`src/rtl/core/glmrs_pkg.sv`:
```
// Shared types, constants and the helper function of the grid local minimum core.
// Used by grid_local_minimum_risk_sum_core; depends on nothing else.
package glmrs_pkg;

  localparam int DIGIT_W = 4;
  localparam int CFG_W   = 8;
  localparam int POS_W   = 7;
  localparam int RISK_W  = 18;

  localparam logic [RISK_W-1:0] RISK_MAX = {RISK_W{1'b1}};

  // Configuration register indexes and their reset values.
  localparam logic REG_GRID_WIDTH  = 1'b0;
  localparam logic REG_GRID_HEIGHT = 1'b1;
  localparam logic [CFG_W-1:0] GRID_WIDTH_RESET  = 8'd128;
  localparam logic [CFG_W-1:0] GRID_HEIGHT_RESET = 8'd128;

  // Result queue geometry.
  localparam int Q_DEPTH = 4;
  localparam int Q_AW    = 2;
  localparam int Q_CW    = 3;

  // One decided cell as it leaves the block.
  typedef struct packed {
    logic [POS_W-1:0]   x;
    logic [POS_W-1:0]   y;
    logic [DIGIT_W-1:0] value;
    logic               low;
    logic [RISK_W-1:0]  risk;
    logic               last;
    logic               done;
  } result_t;

  // One row buffer word: the row two above in the high half, the row above
  // in the low half.
  typedef struct packed {
    logic [DIGIT_W-1:0] older;
    logic [DIGIT_W-1:0] prev;
  } row_word_t;

  // Adds value plus one to the risk total and clamps at the top.
  function automatic logic [RISK_W-1:0] risk_add(input logic [RISK_W-1:0] acc,
                                                 input logic [DIGIT_W-1:0] v);
    logic [RISK_W:0] sum;
    sum = {1'b0, acc} + (RISK_W+1)'(v) + (RISK_W+1)'(1);
    if (sum > {1'b0, RISK_MAX}) begin
      return RISK_MAX;
    end
    return sum[RISK_W-1:0];
  endfunction

endpackage

```
`src/rtl/core/grid_local_minimum_risk_sum_core.sv`:
```
// Top level of the four-neighbour local minimum detector with risk total.
// Depends on glmrs_pkg (types, constants, risk adder) and glmrs_ram (row buffer).
//
// Usage: height digits of a grid enter on the input channel (in_valid,
// in_stall, height_digit) one request per cell in raster order. Each cell is
// decided once enough of its neighbours have been seen, and every decision
// leaves as one request on the output channel (out_valid, out_stall and the
// result fields). A cell is decided when the cell below it arrives; in the
// last row when its right neighbour arrives, and the final cell on its own.
// One input causes zero to three results, given in raster order of the cells.
// A request that is taken is registered together with its row buffer words in
// the decision stage, its results are then written into a four-entry result
// queue, and they are taken from the head of that queue.
// Throughput: one input per cycle while each input causes at most one result
// and the receiver does not stall; the output drains one result per cycle, so
// last-row inputs that cause two or three results are paced by the output side
// through the queue's free space. The row buffer has one write and two read ports.
// When the receiver stalls, the head of the queue holds still and the input
// keeps flowing until the queue cannot take the next input's results.
// Reset (rst, synchronous) restores grid_width and grid_height to 128, clears
// position, risk total and queue. Any configuration write restarts the frame.
// Row buffer contents are not cleared; each entry is written before it is used.
module grid_local_minimum_risk_sum_core #(
  parameter int MAX_WIDTH  = 128,
  parameter int MAX_HEIGHT = 128
) (
  input  logic                               clk,
  input  logic                               rst,
  // Configuration port.
  input  logic                               psel,
  input  logic                               penable,
  input  logic                               pwrite,
  input  logic [2:0]                         paddr,
  input  logic [31:0]                        pwdata,
  output logic [31:0]                        prdata,
  output logic                               pready,
  // Input channel.
  input  logic                               in_valid,
  output logic                               in_stall,
  input  logic [glmrs_pkg::DIGIT_W-1:0]      height_digit,
  // Output channel.
  output logic                               out_valid,
  input  logic                               out_stall,
  output logic [glmrs_pkg::POS_W-1:0]        cell_x,
  output logic [glmrs_pkg::POS_W-1:0]        cell_y,
  output logic [glmrs_pkg::DIGIT_W-1:0]      cell_value,
  output logic                               is_low_point,
  output logic [glmrs_pkg::RISK_W-1:0]       risk_total,
  output logic                               last_of_run,
  output logic                               frame_done
);

  import glmrs_pkg::*;

  // Column counter holds values up to MAX_WIDTH, row counter up to MAX_HEIGHT.
  localparam int CW = $clog2(MAX_WIDTH + 1);
  localparam int RW = $clog2(MAX_HEIGHT + 1);
  localparam int AW = (MAX_WIDTH > 1) ? $clog2(MAX_WIDTH) : 1;

  // ---------------------------------------------------------------------------
  // Configuration registers.
  // ---------------------------------------------------------------------------
  logic [CFG_W-1:0] grid_width;
  logic [CFG_W-1:0] grid_height;
  logic             cfg_write;

  assign pready    = 1'b1;
  assign cfg_write = psel && penable && pwrite && pready;

  always_comb begin
    case (paddr[2])
      REG_GRID_WIDTH:  prdata = 32'(grid_width);
      REG_GRID_HEIGHT: prdata = 32'(grid_height);
      default:         prdata = '0;
    endcase
  end

  always_ff @(posedge clk) begin
    if (rst) begin
      grid_width  <= GRID_WIDTH_RESET;
      grid_height <= GRID_HEIGHT_RESET;
    end else if (cfg_write) begin
      if (paddr[2] == REG_GRID_WIDTH) begin
        grid_width <= pwdata[CFG_W-1:0];
      end else begin
        grid_height <= pwdata[CFG_W-1:0];
      end
    end
  end

  // Sizes in use: zero acts as one, anything above the maximum as the maximum.
  logic [CW-1:0] eff_w;
  logic [RW-1:0] eff_h;

  always_comb begin
    if (grid_width == '0) begin
      eff_w = CW'(1);
    end else if (int'(grid_width) > MAX_WIDTH) begin
      eff_w = CW'(MAX_WIDTH);
    end else begin
      eff_w = CW'(grid_width);
    end
    if (grid_height == '0) begin
      eff_h = RW'(1);
    end else if (int'(grid_height) > MAX_HEIGHT) begin
      eff_h = RW'(MAX_HEIGHT);
    end else begin
      eff_h = RW'(grid_height);
    end
  end

  // ---------------------------------------------------------------------------
  // Input side: position counters and the row buffer reads. The buffer is read
  // at the accepted cell's column and the column to its right.
  // ---------------------------------------------------------------------------
  logic          in_accept;
  logic [CW-1:0] col;
  logic [RW-1:0] row;
  logic          at_last_col;
  logic          at_last_row;

  assign in_accept   = in_valid && !in_stall;
  assign at_last_col = (col + CW'(1)) == eff_w;
  assign at_last_row = (row + RW'(1)) == eff_h;

  always_ff @(posedge clk) begin
    if (rst || cfg_write) begin
      col <= '0;
      row <= '0;
    end else if (in_accept) begin
      if (at_last_col) begin
        col <= '0;
        row <= at_last_row ? '0 : row + RW'(1);
      end else begin
        col <= col + CW'(1);
      end
    end
  end

  logic [AW-1:0] raddr0;
  logic [AW-1:0] raddr1;
  row_word_t     rdata0;
  row_word_t     rdata1;

  assign raddr0 = col[AW-1:0];
  assign raddr1 = AW'(col + CW'(1));

  // ---------------------------------------------------------------------------
  // Decision stage: the accepted cell with its row buffer words.
  // ---------------------------------------------------------------------------
  logic               s1_valid;
  logic               s1_adv;
  logic [DIGIT_W-1:0] s1_cur;
  logic [CW-1:0]      s1_x;
  logic [RW-1:0]      s1_y;
  logic               s1_has_up;
  logic               s1_has_up2;
  logic               s1_has_left;
  logic               s1_has_left2;
  logic               s1_has_right;
  logic               s1_last_row;
  logic               s1_last_col;
  // Forwarding of the row buffer write that lands on the same edge as a read.
  logic               fwd0;
  logic               fwd1;
  row_word_t          fwd_word;

  row_word_t          word_here;
  row_word_t          word_right;
  row_word_t          wr_word;
  logic [AW-1:0]      wr_addr;

  assign word_here  = fwd0 ? fwd_word : rdata0;
  assign word_right = fwd1 ? fwd_word : rdata1;
  assign wr_addr    = s1_x[AW-1:0];
  assign wr_word    = '{older: word_here.prev, prev: s1_cur};

  glmrs_ram #(
    .WIDTH ($bits(row_word_t)),
    .DEPTH (MAX_WIDTH)
  ) u_row_ram (
    .clk    (clk),
    .we     (s1_adv),
    .waddr  (wr_addr),
    .wdata  (wr_word),
    .re     (in_accept),
    .raddr0 (raddr0),
    .raddr1 (raddr1),
    .rdata0 (rdata0),
    .rdata1 (rdata1)
  );

  assign in_stall = s1_valid && !s1_adv;

  always_ff @(posedge clk) begin
    if (rst) begin
      s1_valid <= 1'b0;
    end else if (in_accept) begin
      s1_valid <= 1'b1;
    end else if (s1_adv) begin
      s1_valid <= 1'b0;
    end
  end

  always_ff @(posedge clk) begin
    if (in_accept) begin
      s1_cur       <= height_digit;
      s1_x         <= col;
      s1_y         <= row;
      s1_has_up    <= row != '0;
      s1_has_up2   <= row > RW'(1);
      s1_has_left  <= col != '0;
      s1_has_left2 <= col > CW'(1);
      s1_has_right <= !at_last_col;
      s1_last_row  <= at_last_row;
      s1_last_col  <= at_last_col;
      fwd0         <= s1_adv && (wr_addr == raddr0);
      fwd1         <= s1_adv && (wr_addr == raddr1);
      fwd_word     <= wr_word;
    end
  end

  // Values carried from one cell to the next within a row: the two previous
  // inputs and the previous cell's upper neighbour, which is the row buffer's
  // prev entry one column to the left.
  logic [DIGIT_W-1:0] left_cell;
  logic [DIGIT_W-1:0] second_left_cell;
  logic [DIGIT_W-1:0] last_mid;
  logic [RISK_W-1:0]  risk_accumulator;

  // Three candidate decisions of the current cell, in raster order.
  logic               up_valid;
  logic               left_valid;
  logic               self_valid;
  logic               up_low;
  logic               left_low;
  logic               self_low;
  logic [DIGIT_W-1:0] mid;
  logic [RISK_W-1:0]  risk_up;
  logic [RISK_W-1:0]  risk_left;
  logic [RISK_W-1:0]  risk_self;
  result_t            res [3];
  logic               res_valid [3];
  logic [Q_AW-1:0]    res_off [3];
  logic [Q_CW-1:0]    n_res;

  assign mid = word_here.prev;

  always_comb begin
    up_valid   = s1_has_up;
    left_valid = s1_last_row && s1_has_left;
    self_valid = s1_last_row && s1_last_col;

    // Cell above: its neighbours are the current input below, the cell to its
    // left and right in the row above, and the cell two rows up.
    up_low = (s1_cur > mid)
          && (!s1_has_left  || (last_mid > mid))
          && (!s1_has_up2   || (word_here.older > mid))
          && (!s1_has_right || (word_right.prev > mid));

    // Cell to the left in the last row: no cell below it.
    left_low = (s1_cur > left_cell)
            && (!s1_has_left2 || (second_left_cell > left_cell))
            && (!s1_has_up    || (last_mid > left_cell));

    // Final cell of the grid: only left and upper neighbours exist.
    self_low = (!s1_has_left || (left_cell > s1_cur))
            && (!s1_has_up   || (mid > s1_cur));

    risk_up   = (up_valid && up_low) ? risk_add(risk_accumulator, mid) : risk_accumulator;
    risk_left = (left_valid && left_low) ? risk_add(risk_up, left_cell) : risk_up;
    risk_self = (self_valid && self_low) ? risk_add(risk_left, s1_cur) : risk_left;

    res[0] = '{x: POS_W'(s1_x), y: POS_W'(s1_y - RW'(1)), value: mid, low: up_low,
               risk: risk_up, last: !left_valid && !self_valid, done: 1'b0};
    res[1] = '{x: POS_W'(s1_x - CW'(1)), y: POS_W'(s1_y), value: left_cell,
               low: left_low, risk: risk_left, last: !self_valid, done: 1'b0};
    res[2] = '{x: POS_W'(s1_x), y: POS_W'(s1_y), value: s1_cur, low: self_low,
               risk: risk_self, last: 1'b1, done: 1'b1};

    res_valid[0] = up_valid;
    res_valid[1] = left_valid;
    res_valid[2] = self_valid;

    res_off[0] = '0;
    res_off[1] = Q_AW'(up_valid);
    res_off[2] = Q_AW'(up_valid) + Q_AW'(left_valid);

    n_res = Q_CW'(up_valid) + Q_CW'(left_valid) + Q_CW'(self_valid);
  end

  // ---------------------------------------------------------------------------
  // Result queue. The decision stage moves on only when the queue has room for
  // all of its results; the free space is taken before this cycle's pop so
  // that the output stall never reaches the input stall in the same cycle.
  // ---------------------------------------------------------------------------
  result_t         queue [Q_DEPTH];
  logic [Q_AW-1:0] q_head;
  logic [Q_AW-1:0] q_tail;
  logic [Q_CW-1:0] q_count;
  logic            q_pop;
  logic [Q_CW-1:0] q_push;

  assign s1_adv = s1_valid && ((Q_CW'(Q_DEPTH) - q_count) >= n_res);
  assign q_pop  = out_valid && !out_stall;
  assign q_push = s1_adv ? n_res : '0;

  always_ff @(posedge clk) begin
    if (rst) begin
      q_head  <= '0;
      q_tail  <= '0;
      q_count <= '0;
    end else begin
      q_head  <= q_head + Q_AW'(q_pop);
      q_tail  <= q_tail + Q_AW'(q_push);
      q_count <= q_count + q_push - Q_CW'(q_pop);
    end
  end

  always_ff @(posedge clk) begin
    if (s1_adv) begin
      for (int i = 0; i < 3; i++) begin
        if (res_valid[i]) begin
          queue[q_tail + res_off[i]] <= res[i];
        end
      end
    end
  end

  // Carried state moves forward with each decided input. The risk total starts
  // over after the final cell of a grid and on any configuration write.
  always_ff @(posedge clk) begin
    if (rst || cfg_write) begin
      left_cell        <= '0;
      second_left_cell <= '0;
      last_mid         <= '0;
      risk_accumulator <= '0;
    end else if (s1_adv) begin
      left_cell        <= s1_cur;
      second_left_cell <= left_cell;
      last_mid         <= mid;
      risk_accumulator <= self_valid ? '0 : risk_self;
    end
  end

  assign out_valid    = q_count != '0;
  assign cell_x       = queue[q_head].x;
  assign cell_y       = queue[q_head].y;
  assign cell_value   = queue[q_head].value;
  assign is_low_point = queue[q_head].low;
  assign risk_total   = queue[q_head].risk;
  assign last_of_run  = queue[q_head].last;
  assign frame_done   = queue[q_head].done;

endmodule

```
`src/rtl/core/glmrs_ram.sv`:
```
// Generic RAM: one write port, two read ports with a shared
// read enable and registered read data. No dependencies.
module glmrs_ram #(
  parameter int WIDTH = 8,
  parameter int DEPTH = 128
) (
  input  logic                                   clk,
  input  logic                                   we,
  input  logic [(DEPTH > 1 ? $clog2(DEPTH) : 1)-1:0] waddr,
  input  logic [WIDTH-1:0]                       wdata,
  input  logic                                   re,
  input  logic [(DEPTH > 1 ? $clog2(DEPTH) : 1)-1:0] raddr0,
  input  logic [(DEPTH > 1 ? $clog2(DEPTH) : 1)-1:0] raddr1,
  output logic [WIDTH-1:0]                       rdata0,
  output logic [WIDTH-1:0]                       rdata1
);

  logic [WIDTH-1:0] mem [DEPTH];

  always_ff @(posedge clk) begin
    if (we) begin
      mem[waddr] <= wdata;
    end
    if (re) begin
      rdata0 <= mem[raddr0];
      rdata1 <= mem[raddr1];
    end
  end

endmodule
```
`config.mk`:
```
export PLATFORM = sky130hd
export DESIGN_NAME = grid_local_minimum_risk_sum_core
export DESIGN_NICKNAME = d
export VERILOG_FILES = /design/src/rtl/core/glmrs_pkg.sv /design/src/rtl/core/grid_local_minimum_risk_sum_core.sv /design/src/rtl/core/glmrs_ram.sv
export SDC_FILE = /design/constraint.sdc
export NUM_CORES = 2
export LEC_CHECK = 0
export BUFFER_PORTS_ARGS = -buffer_cell sky130_fd_sc_hd__buf_2
export CORE_MARGIN = 2
export CORE_UTILIZATION = 59
export CTS_BUF_LIST = sky130_fd_sc_hd__clkbuf_4
export CTS_CLUSTER_SIZE = 25
export DETAILED_ROUTE_END_ITERATION = 12
export PLACE_DENSITY = 0.86
export SYNTH_ARGS = -nofsm -noshare
export SYNTH_HDL_FRONTEND = slang
export SYNTH_SLANG_ARGS = --single-unit
```
`constraint.sdc`:
```
create_clock -name clk -period 7.7 [get_ports clk]
set_clock_uncertainty 0.2 [all_clocks]
set_input_delay 1.54 -clock clk [delete_from_list [all_inputs] [get_ports clk]]
set_output_delay 1.54 -clock clk [all_outputs]
set_load 0.005 [all_outputs]
```
==> results summary <==
In the final routed layout, each cell accounts on average for 29.2 um. The tree built by TritonCTS fans out to 1,297 sinks. The number of antenna violations at the first check in global routing came out at 11. The largest driver fanout on the critical path is 12. The core area came out at 101,000 um2. For this block, the initial DRC count from the detailed router was 5,206. The clock latency at the later pin of the worst-skew pair is 1.28 ns. The synthesized design spends more area on one cell type than any other, namely edfxtp_1. After synthesis, the cell types taking the most area are edfxtp_1 61%, mux4_2 20%, dfxtp_1 2.6%, nor2_1 1.9%, nand2_1 1.6%. The count of TritonRoute iterations in the first routing pass came out at 10. The CTS root buffer is clkbuf_4.

Entering global routing, the biggest net connects 150 pins. The net total in the final layout came out at 3,965. The smallest clock period supported by the final layout is computed as 7.31 ns. The wire length of the first global-routing pass came out at 235 mm. The number of cells on the worst reg-to-reg path is 28.

The distinct cell type count of the synthesized netlist is 79. The clock transition time at the flip-flop clock pins of the worst setup and hold paths is 0.07 ns. Excluding fillers, the count of instances in the completed layout stands at 5,458. For this design the static power due to leakage is 21.1 nW. The per-cell via count in the routed design is 6.79. Hold repair after CTS inserted 0 buffers. The total number of H-tree levels came out at 5.

The area growth from synthesis to layout is 10.2%. In the finished design, the share of the clock period the worst path needs comes to 94.9%. The routed layout has 37,100 vias.

STA classifies the critical path startpoint as a register. The sequential-to-total area share from yosys stat is 63.5%. Global routing used 31.0% of the available tracks across all layers. The run finished, with violations left. Synthesis produced a netlist whose cell count is 3,588. The number of enable flip-flop cells after synthesis came out at 1,219. The height of the chip came out at 323 um. The total negative setup slack came out at 0 ns. The longest clock path from root to sink contains 4 buffers. The setup path with the least slack is of type register to register. Setup repair after global routing left no endpoint under its margin.

The floorplan die area came out at 104,000 um2. The via count of the first global-routing pass was 37,000. The transition time of the tightest slew-check pin is 1.32 ns. The power density over the cells came out at 259 nW/um2. Synthesis inferred 1,297 register bits. The checks that failed: design-rule violations. The count of buffers from port buffering came out at 68. The remaining routing DRC violations came out at 2.

Buffers inserted during clock tree synthesis total 338. The share of layout cells above drive strength 1 came out at 31.7%. The critical path buffer and inverter count is 3.

The library cell with the highest instance count after synthesis is edfxtp_1. STA puts the critical path data arrival time at 8.02 ns. Setup violations remaining at the end of the flow were counted as 0. The total of warnings raised by yosys is 0.

The proportion of synthesized flip-flops having asynchronous set or reset came out at 0%. On the critical path, the stage with the largest delay is an instance of fa_1. The x dimension of the die came out at 323 um.

The weighted congestion reported at the end of routability-driven placement is 0.947. The count of nets left with antenna violations once routing finished came out at 0. After global routing the overflow that remains totals 0. The final max-slew violation count came to 0. For this run, the top clock speed supported by timing is 137 MHz. The total power came out at 17.2 mW.

The synthesized cell area is 60,100 um2. Pin placement for this block handled 120 I/O pins. The worst setup path is captured at a register. The final routed wirelength across all metal layers came out at 159 mm. Among all flip-flop cells after synthesis, the most frequent one is edfxtp_1. IR analysis of the VDD net gives a maximum drop of 0.179 mV.

The number of cells on the critical path came out at 28. For this run, the slowest stage of the critical path takes 0.44 ns. In the synthesized netlist, the cells that appear most often are 1,219 x edfxtp_1, 543 x mux4_2, 301 x nor2_1, 261 x nand2_1, 156 x clkbuf_1.

The post-DP HPWL is 103 mm. The most numerous cell on the critical path is a21oi_1. The tool flagged a number of max-cap violations equal to 0. The mean area per synthesized cell came out at 16.8 um2.

The final count of hold timing violations is 0. Headroom to the max-slew limit came out at 11.8%. Once placement completed, the tool counted placed cells totaling 4,879.

Fill cells in the final layout number 6,548. The path class of the tightest hold or removal check is register to register. The TritonCTS clock tree is built.

Once the floorplan was initialized, standard cells occupied 59.3% of the core. The critical path's top delay family is compound AO/OA/AOI/OAI gates. The number of cell rows is 117. STA puts the critical path data required time at 8.41 ns. The top cell type by area accounts for 60.9% of the synthesized area. Counting instances, the worst hold path has a depth of 2.
cells in the final DEF, fill, tap and decap left out, types with 11 or more instances in the layout:
cell and count:
clkinv_2 12, or2_2 11, a22oi_1 12, nand3_1 60
clkbuf_4 474, xor2_1 35, buf_4 78, buf_2 68
o21ai_0 113, mux4_2 543, a21oi_1 114, clkinv_1 66
nor3_1 32, mux2_2 30, ha_1 52, nand4_1 16
conb_1 25, nor2_1 299, diode_2 12, dfxtp_1 72
nand2b_1 13, nand2_1 258, xnor2_1 70, and3_1 20
o211ai_1 51, nor4_1 11, nor2b_1 19, a211oi_1 32
and2_1 13, edfxtp_1 1219, a31oi_1 14, inv_1 55
flip-flops by register name (all words and copies together) (netlist names), 2 cells and up:
register          cells
u_row_ram.mem      1024
queue               156
risk_accumulator     18
col                   8
fwd_word              8
grid_height           8
grid_width            8
row                   8
u_row_ram.rdata0      8
s1_x                  7
s1_y                  7
last_mid              4
left_cell             4
s1_cur                4
second_left_cell      4
u_row_ram.rdata1      4
q_count               3
q_head                2
q_tail                2
per-stage QoR:
| stage | hold slack (ns) | cell area (um2) | setup WS [ns] | utilization, % |
|---|---|---|---|---|
| 2_1_floorplan | 0.206 | 60400 | 0.0197 | - |
| 3_3_place_gp | 0.228 | 62100 | 0.372 | 61.2 |
| 3_5_place_dp | 0.234 | 62100 | 0.235 | 61.2 |
| 4_1_cts | 0.233 | 66200 | 0.124 | 65.2 |
| 5_1_grt | 0.268 | 66200 | 0.00149 | 65.3 |
| 6_report | 0.262 | 66300 | 0.393 | 65.3 |
what timing repair did:
action | 4_1_cts | 5_1_grt
gates resized for setup | 0 | 2
endpoints found under the setup margin | 0 | 51
setup buffers | 0 | 3
endpoints found under the hold margin | 0 | 0
final timing paths:
kind                       end   startpoint  slack, ns
setup / recovery  queue[1][18]         fwd0       0.39
hold / removal     queue[3][0]  queue[3][0]       0.26
setup reg to reg  queue[1][18]         fwd0       0.39
hold reg to reg    queue[3][0]  queue[3][0]       0.26
layout make-up:
| cell class | count | area, um2 | area share [%] |
|---|---|---|---|
| Timing Repair Buffer | 151 | 1030 | 1.56 |
| Sequential cell | 1297 | 38200 | 57.6 |
| Tap cell | 1368 | 1710 | 2.58 |
| Antenna cell | 12 | 30.0 | 0.0453 |
| Clock buffer | 474 | 3560 | 5.37 |
| Multi-Input combinational cell | 2005 | 21000 | 31.7 |
| Clock inverter | 89 | 469 | 0.708 |
| Inverter | 62 | 248 | 0.374 |
power by group:
group,internal (mW),switching (mW)
sequential,8.09,0.143
clock,2.96,2.77
combinational,1.40,1.83
total,12.4,4.74
kinds of logic (layout without fill, tap and decap cells):
group	after synthesis	count (layout)	share of synthesized area (%)
flip-flops	1297	1297	63.5
AND/OR/NAND/NOR	809	809	6.02
multiplexers	588	588	21.2
AO/OA/AOI/OAI	411	411	4.24
buffers and inverters	309	776	2.10
XOR/XNOR	108	108	1.57
adder cells (fa/ha/maj)	64	64	1.41
other	2	37	0.0125
routing by layer:
metal | vias to the layer above | part of all wire [%] | track usage [%]
met5 | - | 0.021 | 0.139
met4 | 2 | 6.1 | 16.8
met3 | 597 | 12 | 8.57
met2 | 2919 | 49 | 49.9
met1 | 18400 | 33 | 38.5
li1 | 15200 | - | -
worst reg2reg max path, delay by kind of cell (launching register included):
kind,cells,cell delay [ns]
AOI/OAI and AO/OA,9,1.89
and+or+nand+nor,9,1.80
adders and majority gates,5,1.51
muxes,2,0.69
buffers and inverters,3,0.49
DFF,1,0.41
Power figures use the tool's default switching activity.
